`config.mk`:
```
export PLATFORM = sky130hd
export DESIGN_NAME = sorted_list_insert_remove_top_flat
export DESIGN_NICKNAME = d
export VERILOG_FILES = /design/src/rtl/slri_pkg.sv /design/src/rtl/slri_if.sv /design/src/rtl/slri_dp.sv /design/src/rtl/slri_ctrl.sv /design/src/rtl/sorted_list_insert_remove_top.sv /design/src/flat_wrapper.sv
export SDC_FILE = /design/constraint.sdc
export NUM_CORES = 2
export LEC_CHECK = 0
export BUFFER_PORTS_ARGS = -buffer_cell sky130_fd_sc_hd__buf_2
export CAP_MARGIN = 10
export CORE_ASPECT_RATIO = 0.8
export CORE_MARGIN = 5
export CORE_UTILIZATION = 47
export CTS_BUF_LIST = sky130_fd_sc_hd__clkbuf_8
export DETAILED_ROUTE_END_ITERATION = 16
export PLACE_DENSITY = 0.72
export SLEW_MARGIN = 10
export SYNTH_ARGS = -nofsm -noshare
export SYNTH_HDL_FRONTEND = slang
export SYNTH_SLANG_ARGS = --single-unit
```
`constraint.sdc`:
```
create_clock -name clk -period 8.6 [get_ports clk]
set_clock_uncertainty 0.15 [all_clocks]
set_input_delay 0.86 -clock clk [delete_from_list [all_inputs] [get_ports clk]]
set_output_delay 0.86 -clock clk [all_outputs]
set_load 0.03 [all_outputs]
```
`src/rtl/slri_pkg.sv`:
```
package slri_pkg;

    localparam int KIND_W   = 2;
    localparam int VAL_W    = 32;
    localparam int POS_W    = 5;
    localparam int STATUS_W = 2;
    localparam int IDX_W    = 4;

    // Operation codes on the request channel
    localparam logic [KIND_W-1:0] KIND_INSERT = 2'd0;
    localparam logic [KIND_W-1:0] KIND_REMOVE = 2'd1;
    localparam logic [KIND_W-1:0] KIND_LIST   = 2'd2;

    // Result status codes
    localparam logic [STATUS_W-1:0] ST_OK     = 2'd0;
    localparam logic [STATUS_W-1:0] ST_FULL   = 2'd1;
    localparam logic [STATUS_W-1:0] ST_EMPTY  = 2'd2;
    localparam logic [STATUS_W-1:0] ST_BADPOS = 2'd3;

    // Commands from the controller to the cell row
    typedef enum logic [1:0] {
        OP_NONE   = 2'd0,
        OP_INSERT = 2'd1,
        OP_REMOVE = 2'd2,
        OP_ROTATE = 2'd3
    } op_t;

    typedef struct packed {
        op_t                     op;
        logic signed [VAL_W-1:0] value;
        logic [POS_W-1:0]        position;
    } cmd_t;

    typedef struct packed {
        logic                    full;
        logic                    empty;
        logic                    pos_bad;
        logic signed [VAL_W-1:0] head;
        logic [IDX_W-1:0]        head_idx;
        logic                    head_last;
    } stat_t;

endpackage

```
`src/rtl/slri_if.sv`:
```
interface slri_req_if;
    import slri_pkg::*;

    logic                    valid;
    logic                    ready;
    logic [KIND_W-1:0]       kind;
    logic signed [VAL_W-1:0] value;
    logic [POS_W-1:0]        position;

    modport source (output valid, output kind, output value, output position, input ready);
    modport sink   (input valid, input kind, input value, input position, output ready);
endinterface

interface slri_rsp_if;
    import slri_pkg::*;

    logic                    valid;
    logic                    ready;
    logic [STATUS_W-1:0]     status;
    logic signed [VAL_W-1:0] element;
    logic [IDX_W-1:0]        index;
    logic                    last;

    modport source (output valid, output status, output element, output index, output last,
                    input ready);
    modport sink   (input valid, input status, input element, input index, input last,
                    output ready);
endinterface

```
`src/rtl/slri_dp.sv`:
```
module slri_dp #(
    parameter int CAPACITY = 16
) (
    input  logic           clk,
    input  logic           rst_n,
    input  slri_pkg::cmd_t cmd,
    output slri_pkg::stat_t stat
);
    import slri_pkg::*;

    localparam int CW   = $clog2(CAPACITY + 1);
    localparam int CMPW = (CW > POS_W) ? CW : POS_W;

    logic signed [VAL_W-1:0] cell_reg  [CAPACITY];
    logic signed [VAL_W-1:0] cell_next [CAPACITY];
    logic [CW-1:0]           count_reg, count_next;
    logic [CW-1:0]           lidx_reg, lidx_next;
    logic [CAPACITY-1:0]     gt;
    logic                    lidx_last;

    // Flag occupied cells holding a value greater than the incoming one
    always_comb
    begin
        for (int i = 0; i < CAPACITY; i++)
        begin
            gt[i] = (CW'(i) < count_reg) && (cell_reg[i] > cmd.value);
        end
    end

    // Per-cell next value: shift up on insert, shift down on remove, rotate on list
    for (genvar g = 0; g < CAPACITY; g++)
    begin : g_cell
        logic                    prev_gt;
        logic signed [VAL_W-1:0] prev_cell;
        logic signed [VAL_W-1:0] next_cell;

        if (g == 0)
        begin : g_first
            assign prev_gt   = 1'b0;
            assign prev_cell = cell_reg[g];
        end
        else
        begin : g_mid
            assign prev_gt   = gt[g-1];
            assign prev_cell = cell_reg[g-1];
        end

        if (g == CAPACITY - 1)
        begin : g_top
            assign next_cell = cell_reg[g];
        end
        else
        begin : g_low
            assign next_cell = cell_reg[g+1];
        end

        always_comb
        begin
            cell_next[g] = cell_reg[g];
            unique case (cmd.op)
                OP_INSERT:
                begin
                    if (prev_gt)
                        cell_next[g] = prev_cell;
                    else if (gt[g] || (CW'(g) == count_reg))
                        cell_next[g] = cmd.value;
                end
                OP_REMOVE:
                begin
                    if ((CMPW'(g) >= CMPW'(cmd.position)) && (CW'(g + 1) < count_reg))
                        cell_next[g] = next_cell;
                end
                OP_ROTATE:
                begin
                    if (CW'(g) < count_reg)
                        cell_next[g] = (CW'(g + 1) == count_reg) ? cell_reg[0] : next_cell;
                end
                default:
                begin
                end
            endcase
        end
    end

    assign lidx_last = (CW'(lidx_reg + CW'(1)) == count_reg);

    // Track the fill count and the listing position
    always_comb
    begin
        count_next = count_reg;
        lidx_next  = lidx_reg;
        unique case (cmd.op)
            OP_INSERT: count_next = CW'(count_reg + CW'(1));
            OP_REMOVE: count_next = CW'(count_reg - CW'(1));
            OP_ROTATE: lidx_next  = lidx_last ? '0 : CW'(lidx_reg + CW'(1));
            default:
            begin
            end
        endcase
    end

    // Hold the cell row
    always_ff @(posedge clk)
    begin
        for (int i = 0; i < CAPACITY; i++)
        begin
            cell_reg[i] <= cell_next[i];
        end
    end

    always_ff @(posedge clk or negedge rst_n)
    begin
        if (!rst_n)
        begin
            count_reg <= '0;
            lidx_reg  <= '0;
        end
        else
        begin
            count_reg <= count_next;
            lidx_reg  <= lidx_next;
        end
    end

    // Report occupancy, the position check and the head of the row
    assign stat.full      = (count_reg == CW'(CAPACITY));
    assign stat.empty     = (count_reg == '0);
    assign stat.pos_bad   = (CMPW'(cmd.position) >= CMPW'(count_reg));
    assign stat.head      = cell_reg[0];
    assign stat.head_idx  = IDX_W'(lidx_reg);
    assign stat.head_last = lidx_last;

endmodule

```
`src/rtl/slri_ctrl.sv`:
```
module slri_ctrl (
    input  logic            clk,
    input  logic            rst_n,
    slri_req_if.sink        req,
    slri_rsp_if.source      rsp,
    output slri_pkg::cmd_t  cmd,
    input  slri_pkg::stat_t stat
);
    import slri_pkg::*;

    typedef enum logic [1:0] {
        S_IDLE = 2'b01,
        S_LIST = 2'b10
    } state_t;

    state_t                  state_reg, state_next;
    logic                    vld_reg, vld_next;
    logic [STATUS_W-1:0]     status_reg, status_next;
    logic signed [VAL_W-1:0] element_reg, element_next;
    logic [IDX_W-1:0]        index_reg, index_next;
    logic                    last_reg, last_next;
    logic                    out_free;
    logic                    req_fire;

    assign out_free  = !vld_reg || rsp.ready;
    assign req.ready = (state_reg == S_IDLE) && out_free;
    assign req_fire  = req.valid && req.ready;

    // Decode requests, issue cell commands and load the result register
    always_comb
    begin
        state_next   = state_reg;
        vld_next     = vld_reg && !rsp.ready;
        status_next  = status_reg;
        element_next = element_reg;
        index_next   = index_reg;
        last_next    = last_reg;
        cmd.op       = OP_NONE;
        cmd.value    = req.value;
        cmd.position = req.position;

        unique case (state_reg)
            S_IDLE:
            begin
                if (req_fire)
                begin
                    vld_next     = 1'b1;
                    status_next  = ST_OK;
                    element_next = '0;
                    index_next   = '0;
                    last_next    = 1'b1;
                    unique case (req.kind)
                        KIND_INSERT:
                        begin
                            if (stat.full)
                                status_next = ST_FULL;
                            else
                                cmd.op = OP_INSERT;
                        end
                        KIND_REMOVE:
                        begin
                            priority if (stat.empty)
                                status_next = ST_EMPTY;
                            else if (stat.pos_bad)
                                status_next = ST_BADPOS;
                            else
                                cmd.op = OP_REMOVE;
                        end
                        KIND_LIST:
                        begin
                            if (stat.empty)
                                status_next = ST_EMPTY;
                            else
                            begin
                                vld_next   = 1'b0;
                                state_next = S_LIST;
                            end
                        end
                        default:
                        begin
                            // unused kind: drop it
                            vld_next = 1'b0;
                        end
                    endcase
                end
            end
            S_LIST:
            begin
                if (out_free)
                begin
                    vld_next     = 1'b1;
                    status_next  = ST_OK;
                    element_next = stat.head;
                    index_next   = stat.head_idx;
                    last_next    = stat.head_last;
                    cmd.op       = OP_ROTATE;
                    if (stat.head_last)
                        state_next = S_IDLE;
                end
            end
            default:
            begin
                state_next = S_IDLE;
            end
        endcase
    end

    always_ff @(posedge clk or negedge rst_n)
    begin
        if (!rst_n)
        begin
            state_reg <= S_IDLE;
            vld_reg   <= 1'b0;
        end
        else
        begin
            state_reg <= state_next;
            vld_reg   <= vld_next;
        end
    end

    always_ff @(posedge clk)
    begin
        status_reg  <= status_next;
        element_reg <= element_next;
        index_reg   <= index_next;
        last_reg    <= last_next;
    end

    assign rsp.valid   = vld_reg;
    assign rsp.status  = status_reg;
    assign rsp.element = element_reg;
    assign rsp.index   = index_reg;
    assign rsp.last    = last_reg;

endmodule

```
`src/rtl/sorted_list_insert_remove_top.sv`:
```
// Insert and remove: one request per cycle while the result side takes results; the
//   status result is registered and shows in the cycle after the request transfer.
// List of n entries: n results, one per cycle while the result side takes them,
//   paced by one rotation of the cell row per result; requests wait until the last.
// Reset clears the entry count and control state; stored values stay undefined.
module sorted_list_insert_remove_top #(
    parameter int CAPACITY = 16
) (
    input  logic       clk,
    input  logic       rst_n,
    slri_req_if.sink   req,
    slri_rsp_if.source rsp
);
    import slri_pkg::*;

    cmd_t  cmd;
    stat_t stat;

    slri_ctrl u_ctrl (
        .clk   (clk),
        .rst_n (rst_n),
        .req   (req),
        .rsp   (rsp),
        .cmd   (cmd),
        .stat  (stat)
    );

    slri_dp #(
        .CAPACITY (CAPACITY)
    ) u_dp (
        .clk   (clk),
        .rst_n (rst_n),
        .cmd   (cmd),
        .stat  (stat)
    );

    // Never insert into a full row
    a_no_insert_full: assert property (@(posedge clk) disable iff (!rst_n)
        cmd.op == OP_INSERT |-> !stat.full)
        else $error("insert issued on full list");

    // Remove only at a valid position
    a_remove_valid: assert property (@(posedge clk) disable iff (!rst_n)
        cmd.op == OP_REMOVE |-> !stat.empty && !stat.pos_bad)
        else $error("remove issued at invalid position");

    // Error results always close their request
    a_err_last: assert property (@(posedge clk) disable iff (!rst_n)
        rsp.valid && rsp.status != ST_OK |-> rsp.last)
        else $error("error result without last");

    // A list of a non-empty row blocks new requests next cycle
    a_list_busy: assert property (@(posedge clk) disable iff (!rst_n)
        req.valid && req.ready && req.kind == KIND_LIST && !stat.empty |=> !req.ready)
        else $error("request taken during listing");

endmodule
```
`src/flat_wrapper.sv`:
```
// flat-port wrapper written by rule: the top's interface ports become plain ports
module sorted_list_insert_remove_top_flat import slri_pkg::*;
#(
    parameter int CAPACITY = 16
)
  (clk, rst_n, req_valid, req_kind, req_value, req_position, req_ready, rsp_valid, rsp_status, rsp_element, rsp_index, rsp_last, rsp_ready);
  slri_req_if req_i ();
  slri_rsp_if rsp_i ();
  input  logic clk;
  input  logic rst_n;
  input wire logic [$bits(req_i.valid)-1:0] req_valid;
  input wire logic [$bits(req_i.kind)-1:0] req_kind;
  input wire logic [$bits(req_i.value)-1:0] req_value;
  input wire logic [$bits(req_i.position)-1:0] req_position;
  output wire logic [$bits(req_i.ready)-1:0] req_ready;
  output wire logic [$bits(rsp_i.valid)-1:0] rsp_valid;
  output wire logic [$bits(rsp_i.status)-1:0] rsp_status;
  output wire logic [$bits(rsp_i.element)-1:0] rsp_element;
  output wire logic [$bits(rsp_i.index)-1:0] rsp_index;
  output wire logic [$bits(rsp_i.last)-1:0] rsp_last;
  input wire logic [$bits(rsp_i.ready)-1:0] rsp_ready;
  assign req_i.valid = req_valid;
  assign req_i.kind = req_kind;
  assign req_i.value = req_value;
  assign req_i.position = req_position;
  assign req_ready = req_i.ready;
  assign rsp_valid = rsp_i.valid;
  assign rsp_status = rsp_i.status;
  assign rsp_element = rsp_i.element;
  assign rsp_index = rsp_i.index;
  assign rsp_last = rsp_i.last;
  assign rsp_i.ready = rsp_ready;
  sorted_list_insert_remove_top #(.CAPACITY(CAPACITY)) u_core (.clk(clk), .rst_n(rst_n), .req(req_i), .rsp(rsp_i));
endmodule
```
==> summary.md <==
| Metric | Value |
|---|---|
| Setup crit start kind | `flop` |
| Total congestion overflow | `0` |
| Layout area overhead | `8.15%` |
| Hold_buf cts | `1` |
| Ports | `84` |
| Dpl cells | `5110` |
| Die width | `346 µm` |
| CTS Root Cell | `clkbuf_8` |
| Share of cells above drive strength 1 | `9.06%` |
| Die area | `96600 µm²` |
| Mean Syn Cell Area | `10.5 µm²` |
| Fillers | `8016` |
| Clock Path Buffers | `3` |
| H-tree Lvls | `3` |
| Antenna viol nets, final | `0` |
| Worst setup EP type | `flop` |
| CTS tree | `yes` |
| Max VDD drop | `0.000383 V` |
| Vias in the first global route | `35900` |
| Rel. slew slack | `6.18%` |
| Dominant synthesized flop cell | `edfxtp_1` |
| Top Family by Delay on Critical Path | `compound AO/OA/AOI/OAI gates` |
| Final min period | `6.46 ns` |
| LEAKAGE | `17.7 nW` |
| Sequential element share of the synthesized area | `39.7%` |
| Met3 usage | `17.3%` |
| Clock slew at reported path FFs | `0.06 ns` |
| Async SR Flop Fraction | `2.30%` |
| Synthesized cell area | `42500 µm²` |
| Worst-margin pin slew | `1.40 ns` |
| Status | `finished, final reports clean` |
| Cell Count, Final, Fillers Out | `5307` |
| Wire length per cell | `33.3 µm` |
| Worst Path Arrival | `6.89 ns` |
| Critical path required time | `9.04 ns` |
| Gr busiest metal | `met1` |
| Register-to-Register Path Depth | `17` |
| Via count | `38700` |
| Starting DRC count in detailed routing | `7060` |
| Post-Synthesis Cells | `4052` |
| Initial Utilization | `47.5%` |
| TritonCTS Buffers | `102` |
| Hold Path Cell Cnt | `2` |
| Tcrit/Tclk final | `75.1%` |
| Slew Limit Fails | `0` |
| Hold Vio Cnt, Final | `0` |
| Critical path's slowest cell | `a21o_1` |
| First-pass DRT Iterations | `7` |
| Pwr/cell area | `378 nW/µm²` |
| Number of clock sinks | `564` |
| Number of core rows | `98` |
| Setup Viol. Count Final | `0` |
| Worst-Skew Late Latency | `0.78 ns` |
| DRT Wirelength | `177000 µm` |
| Max-Cap Viols | `0` |
| CP cell instances | `inv_1, ha_1, a21o_1, a21oi_1, nor2b_1, o21ai_0, nand2b_1, or3_1, a21oi_1, ha_1, buf_4, or2_4, and2_1, a21o_1, buf_4, a22oi_1, o21ai_0` |
| F_max | `155 MHz` |
| Nets | `4588` |
| Max reg flops | `512` |
| Unrepaired setup endpoints after global routing | `false` |
| M2 GR Usage | `44.0%` |
| Number of cells on the critical path | `17` |
| Setup TNS | `0 ns` |
| Hold WC Path Type | `in -> reg` |
| Initial antenna violation count | `15` |
| Core area | `89500 µm²` |
| Synth Register Bits | `564` |
| Post-route DRC violation count | `0` |
| WP buf/inv | `3` |
| First-pass GRT wire length | `251000 µm` |
| Number of flops mapped to enable cells by yosys | `551` |
| Gpl congestion | `1.05` |
| DP HPWL | `117000 µm` |
| Postcts setup bufs | `0` |
| Largest net degree at the start of global routing | `225` |
| GRT met1 Usage | `49.3%` |
| PortBufs | `83` |
| Warnings, synthesis | `0` |
| Vias per cell | `7.30` |
| Post-CTS Resized | `0` |
| Netlist cell types | `81` |
| CP Class | `reg -> reg` |
| CP peak stage delay | `1.02 ns` |
| Total GRT Usage | `34.8%` |
| Post-Syn Nets | `4625` |
| Max Fanout on Critical Path | `70` |
| Die H | `279 µm` |
[power by group]
| part | internal, mW | total (mW) | switching [mW] |
|---|---|---|---|
| clock network | 1.21 | 2.49 | 1.29 |
| registers | 4.90 | 6.13 | 1.23 |
| logic | 2.88 | 8.73 | 5.85 |
| total | 8.99 | 17.4 | 8.37 |
[worst reg2reg max path: cells and delay by family, from the launching register on]
kind,cells,cell delay [ns]
AO/OA/AOI/OAI,7,2.01
AND/OR/NAND/NOR,5,1.85
buffers and inverters,3,1.09
flip-flops,1,0.64
adder cells (fa/ha/maj),2,0.56
[Yosys cell counts (8+ instances only)]
library cell  count  area share (%)
buf_4            24            0.42
o21ai_0         431             5.1
a221o_1          44             1.0
nor2b_1          55            0.81
o211ai_1         31            0.55
dfrtp_1          12            0.71
buf_1            13            0.11
nor3_1           21            0.25
a22oi_1         423             7.5
a211oi_1         11            0.19
a21o_1           72             1.3
clkbuf_1        232             2.0
xnor2_1           9            0.19
o21a_1            9            0.16
buf_6            11            0.29
a221oi_1         15            0.31
o21ai_1         119             1.4
inv_1            90            0.79
mux2i_1         437              10
a21oi_1         209             2.5
nand2_1         197             1.7
edfxtp_1        551              39
ha_1            530              16
nand4_1         107             1.6
o31ai_1          11            0.19
nand2b_1          8            0.12
and2_1           37            0.54
buf_2            34            0.40
nand3_1          66            0.78
nor2_1           71            0.63
nor4_1           22            0.32
a31oi_1          20            0.29
[layer usage]
layer  vias to the layer above  share of wire [%]
li1                      16000                  -
met1                     18600                 39
met2                      3624                 37
met3                       532                 19
met4                         8                5.1
met5                         -               0.18
[path summary, 6_finish.rpt]
path / to / slack [ns] / start
max in group asynchronous: u_core.u_ctrl.state_reg[0]$_DFFE_PN1P_ / 7.62 / rst_n
worst min register to register: u_core.u_dp.lidx_reg[4]$_DFFE_PN0N_ / 0.37 / u_core.u_dp.lidx_reg[4]$_DFFE_PN0N_
worst max register to register: u_core.u_dp.cell_reg[0][152]$_DFFE_PP_ / 2.14 / u_core.u_dp.count_reg[1]$_DFFE_PN0P_
worst min-delay path: u_core.u_ctrl.rsp.status[0]$_SDFFCE_PN0P_ / 0.34 / req_kind[1]
min in group asynchronous: u_core.u_dp.lidx_reg[1]$_DFFE_PN0N_ / 0.39 / rst_n
worst max-delay path: u_core.u_dp.cell_reg[0][152]$_DFFE_PP_ / 2.14 / u_core.u_dp.count_reg[1]$_DFFE_PN0P_
[area by class of cell]
cell class                 instances  area [µm²]  area share [%]
tap                             1200        1500            3.27
sequential                       564       16900            36.7
clock inverter                    82         452           0.983
clock buffer                     103        1420            3.08
multi-input combinational       3077       24200            52.6
inverter                          91         342           0.743
timing repair buffer             179        1180            2.56
antenna                           11        27.5          0.0599
[logic make-up after synthesis]
kind of cell | after synthesis | synth area share [%]
simple gates | 627 | 7.57
xor+xnor | 12 | 0.247
flops | 564 | 39.7
fa+ha+maj | 530 | 15.6
buf+inv | 411 | 4.30
mux | 444 | 10.6
compound gates | 1464 | 22.0
[metrics by stage]
stage | worst slack [ns] | total power, mW | area, µm² | hold WS (ns) | utilization (%)
finish | 2.14 | 17.4 | 46000 | 0.341 | 51.3
global route | 1.96 | 17.9 | 45900 | 0.327 | 51.3
CTS | 2.38 | 16.8 | 45900 | 0.300 | 51.3
detailed placement | 1.97 | 14.3 | 44000 | 0.356 | 49.2
global placement | 2.05 | 14.1 | 44000 | 0.344 | 49.2
floorplan | 2.84 | 11.2 | 42500 | 0.322 | -
[cell usage in the layout (no fill, tap or decap), drive strengths merged, types with 66 or more instances in the layout]
cell type / count
edfxtp: 551
o21ai: 551
ha: 530
mux2i: 442
a22oi: 423
a21oi: 209
nand2: 199
buf: 178
inv: 127
nand4: 107
clkbuf: 103
a21o: 72
nor2: 71
nand3: 66
Note: power is estimated with default switching activity, not from simulation.
